<file path="src/cpvc_pkg.sv">
// Shared types, constants and helpers for the cascaded position/velocity controller.
`default_nettype none
package cpvc_pkg;

  localparam logic [30:0] ELEV_LIMIT = 31'd13107200;
  localparam logic [30:0] AIL_LIMIT  = 31'd13107200;
  localparam int          TICK_RATE  = 70;
  localparam int          ACC_SHIFT  = 3;

  // Width of the raw acceleration: a 33-bit velocity difference times the tick rate.
  localparam int ACC_W  = 34 + $clog2(TICK_RATE);
  localparam int FDIF_W = ACC_W + 1;

  localparam int GAIN_W = 31;
  localparam int CFG_IW = 3;

  localparam logic [CFG_IW-1:0] REG_POS_KX    = 3'd0;
  localparam logic [CFG_IW-1:0] REG_POS_KI_DT = 3'd1;
  localparam logic [CFG_IW-1:0] REG_POS_KV    = 3'd2;
  localparam logic [CFG_IW-1:0] REG_POS_KA    = 3'd3;
  localparam logic [CFG_IW-1:0] REG_VEL_KI_DT = 3'd4;
  localparam logic [CFG_IW-1:0] REG_VEL_KV    = 3'd5;
  localparam logic [CFG_IW-1:0] REG_VEL_KA    = 3'd6;
  localparam logic [CFG_IW-1:0] REG_SPEED_MAX = 3'd7;

  localparam logic [GAIN_W-1:0] GAIN_ONE = 31'd65536;

  typedef struct packed {
    logic [GAIN_W-1:0] pos_kx;
    logic [GAIN_W-1:0] pos_ki_dt;
    logic [GAIN_W-1:0] pos_kv;
    logic [GAIN_W-1:0] pos_ka;
    logic [GAIN_W-1:0] vel_ki_dt;
    logic [GAIN_W-1:0] vel_kv;
    logic [GAIN_W-1:0] vel_ka;
    logic [GAIN_W-1:0] speed_max;
  } gains_t;

  typedef struct packed {
    logic               idle;
    logic               done;
    logic signed [31:0] drive;
  } lane_res_t;

  function automatic logic signed [51:0] clamp_sym(input logic signed [51:0] v,
                                                   input logic [30:0] lim);
    logic signed [51:0] l;
    l = signed'({21'd0, lim});
    if (v > l) begin
      return l;
    end else if (v < -l) begin
      return -l;
    end else begin
      return v;
    end
  endfunction

endpackage
`default_nettype wire

</file>
<file path="src/cpvc_merge.sv">
// Output stage that joins the two lane results into one transaction.
`default_nettype none
module cpvc_merge
  import cpvc_pkg::*;
(
  input  wire logic               clk,
  input  wire logic               rst_n,
  input  wire lane_res_t          elev_res,
  input  wire lane_res_t          ail_res,
  output logic                    take,
  output logic                    out_valid,
  input  wire logic               out_stall,
  output logic signed [31:0]      out_elev_drive,
  output logic signed [31:0]      out_ail_drive
);

  logic               valid_r;
  logic signed [31:0] elev_r, ail_r;

  assign take = elev_res.done & ail_res.done & (~valid_r | ~out_stall);

  always_ff @(posedge clk) begin
    if (!rst_n) begin
      valid_r <= 1'b0;
    end else if (take) begin
      valid_r <= 1'b1;
    end else if (!out_stall) begin
      valid_r <= 1'b0;
    end
  end

  always_ff @(posedge clk) begin
    if (take) begin
      elev_r <= elev_res.drive;
      ail_r  <= ail_res.drive;
    end
  end

  assign out_valid      = valid_r;
  assign out_elev_drive = elev_r;
  assign out_ail_drive  = ail_r;

endmodule
`default_nettype wire

</file>
<file path="config.mk">
export PLATFORM = sky130hd
export DESIGN_NAME = cpvc_merge
export DESIGN_NICKNAME = d
export VERILOG_FILES = /design/src/cpvc_pkg.sv /design/src/cpvc_merge.sv
export SDC_FILE = /design/constraint.sdc
export NUM_CORES = 1
export LEC_CHECK = 0
export BUFFER_PORTS_ARGS = -buffer_cell sky130_fd_sc_hd__buf_2
export CAP_MARGIN = 10
export CORE_MARGIN = 5
export CORE_UTILIZATION = 40
export DETAILED_ROUTE_END_ITERATION = 8
export MAX_ROUTING_LAYER = met4
export PLACE_DENSITY = 0.9
export REMOVE_ABC_BUFFERS = 1
export SETUP_SLACK_MARGIN = 0.1
export SYNTH_ARGS = -nofsm -noshare
export SYNTH_HDL_FRONTEND = slang
export SYNTH_SLANG_ARGS = --single-unit
export TNS_END_PERCENT = 100
</file>
<file path="constraint.sdc">
create_clock -name clk -period 5.5 [get_ports clk]
set_input_delay 0.275 -clock clk [delete_from_list [all_inputs] [get_ports clk]]
set_output_delay 0.275 -clock clk [all_outputs]
set_load 0.05 [all_outputs]
</file>
==> results.py <==
metrics = {
    "detailed_routing": {
        "wl_per_cell_um": 15.33,
        "drtAntennaViolNets": 0,
        "remaining_drc_errors": 0,
        "drt_iter0_drc": 70,
        "drt_wl_total_mm": 4.401,
        "drt_first_pass_iters": 4,
        "vias": 1218,
        "viasPerCell": 4.244,
    },
    "worst_setup_path": {
        "critPathKind": "reg -> out",
        "worstPathArrival_ps": 2320,
        "r2r-end": "out_elev_drive[20]",
        "cp_max_fo": 35,
        "r2r-start": "out_valid",
        "reg2reg_slack_ps": 3510,
        "rr_worst_depth": 2,
        "end_kind": "output pin",
        "cp-start-kind": "flop",
        "crit_required_ps": 5220,
    },
    "layout": {
        "fin_nets": 286,
        "final_cells": 287,
        "drive_above_1_share": 0.6909,
        "syn_to_final_growth_pct": 48.69,
        "antenna_cells": 0,
        "finish.instance_area_um2": 2923,
    },
    "timing": {
        "layout_min_cycle_time_ps": 2593,
        "worst_pin_slew_ps": 947.3,
        "skew_ps": 5.109,
        "finalCritPeriodShare": 0.4715,
        "hold_violations": 0,
        "setup_viol": 0,
        "slew_headroom": 0.3671,
        "slew_viol_final": 0,
        "grt_setup_unrepaired": "no",
        "tns_ps": 0,
        "timing.fmax_mhz": 385.6,
    },
    "flow_run": {
        "max-cap-violations": 0,
    },
    "die": {
        "io_pins": 137,
        "core_um2": 4755,
        "rows": 25,
        "fp.dieH_um": 80.10,
        "dieArea_um2": 6416,
        "initial_core_util": 0.4134,
        "die_w_um": 80.10,
    },
    "synth": {
        "synth_area_um2": 1966,
        "ys_ff_latch": 65,
        "netlist_instances": 69,
        "avgSynthCellArea_um2": 28.49,
        "ys_types": 5,
        "ys_seq_area_frac": 0.9879,
        "yosysWarnings": 0,
    },
    "global_route": {
        "grt_pass1_wl_mm": 6.334,
        "grt_pass1_vias": 1281,
        "grt_max_degree": 36,
        "antenna_found_initial": 0,
        "track_usage": 0.1445,
        "overflow": 0,
    },
    "min_path": {
        "hold_depth": 1,
        "hp-start": "ail_res[10]",
        "min_path_type": "in -> reg",
        "min_to": "out_ail_drive[10]",
    },
    "placed_design": {
        "post_dp_cell_area_um2": 2739,
        "io_buffer_count": 134,
        "globalplace.congestion": 0.6442,
        "placed_cells": 271,
    },
    "clocking": {
        "cts_root_buf": "clkbuf_8",
        "clkTransAtPathRegs_ps": 70,
        "numCtsBuffers": 9,
        "post_cts_resized": 0,
        "post_cts_buffers": 0,
        "clock-sinks": 65,
        "tritoncts": "done",
        "hold_buffers": 0,
        "cts_buffer_depth": 2,
        "clkLatencyLatePin_ps": 330,
        "htree_num_levels": 3,
    },
    "outcome": {
        "status": "finished, final reports clean",
    },
    "power_and_ir_drop": {
        "cellPowerDensity_nw_per_um2": 363.5,
        "power_leakage_uw": 0.001250,
        "peakVddDrop_mv": 0.2757,
    },
}
how the worst max path moves through the flow:
stage / cells after the start / start / to
final: 3 / out_valid / take
after global routing: 3 / out_valid / take
after CTS: 3 / out_valid / take
after detailed placement: 5 / elev_res[32] / take
after global placement: 5 / elev_res[32] / take
after floorplan: 1 / out_valid / out_ail_drive[0]
routing by layer:
layer	vias up	global-route usage	part of all wire
met1	553	0.1741	0.39
met3	10	0.04709	0.10
met4	0	0.08615	0.022
li1	570	-	-
met2	85	0.2127	0.49
met5	-	-	0
where the power goes:
part / internal (uW) / switching [uW]
registers: 570 / 4.64
clock network: 198 / 163
logic: 31.0 / 95.7
total: 799 / 263
cells in the final DEF, fill, tap and decap left out:
cell type and count:
buf_2 134, clkbuf_8 12, a21oi_4 1, buf_4 1
a21boi_2 1, clkinv_2 3, edfxtp_1 64, nand2_1 2
dfxtp_1 1, clkbuf_1 1
logic make-up (layout without fill, tap and decap cells):
family | count (synthesis) | count (layout) | synth area share
flops | 65 | 65 | 0.9879
compound gates | 2 | 2 | 0.008272
simple gates | 2 | 2 | 0.003821
buf+inv | 0 | 151 | 0
synth_stat cells:
| master | number | area share |
|---|---|---|
| nand2_1 | 2 | 0.0038 |
| a21oi_1 | 1 | 0.0025 |
| a21boi_2 | 1 | 0.0057 |
| edfxtp_1 | 64 | 0.98 |
| dfxtp_1 | 1 | 0.010 |
worst max-delay path: stages, from the launching register on:
cell and delay, ps:
dfxtp_1 340, a21oi_4 750, buf_4 520, buf_2 350
final cells by class:
class	instances	area [um2]
clock buffers	13	168.9
fillers	386	1832
well taps	67	83.83
clock inverters	3	15.01
flip-flops and latches	65	1942
repair buffers	135	678.2
multi-input cells	4	35.03
sequential cells by signal, summed over array words and instances (netlist names):
signal / count
out_ail_drive: 32
out_elev_drive: 32
out_valid: 1
per-stage QoR:
| step | util | hold slack, ps | total power [uW] | setup WS [ps] |
|---|---|---|---|---|
| floorplan | - | 373.9 | 670.1 | 647.5 |
| global placement | 0.5761 | 452.2 | 710.3 | 3191 |
| detailed placement | 0.5761 | 453.1 | 713.8 | 3114 |
| CTS | 0.6147 | 97.80 | 1076 | 2862 |
| global route | 0.6147 | 93.23 | 1110 | 2711 |
| finish | 0.6147 | 117.1 | 1062 | 2907 |
No activity file was read; power rests on OpenSTA's default activity.
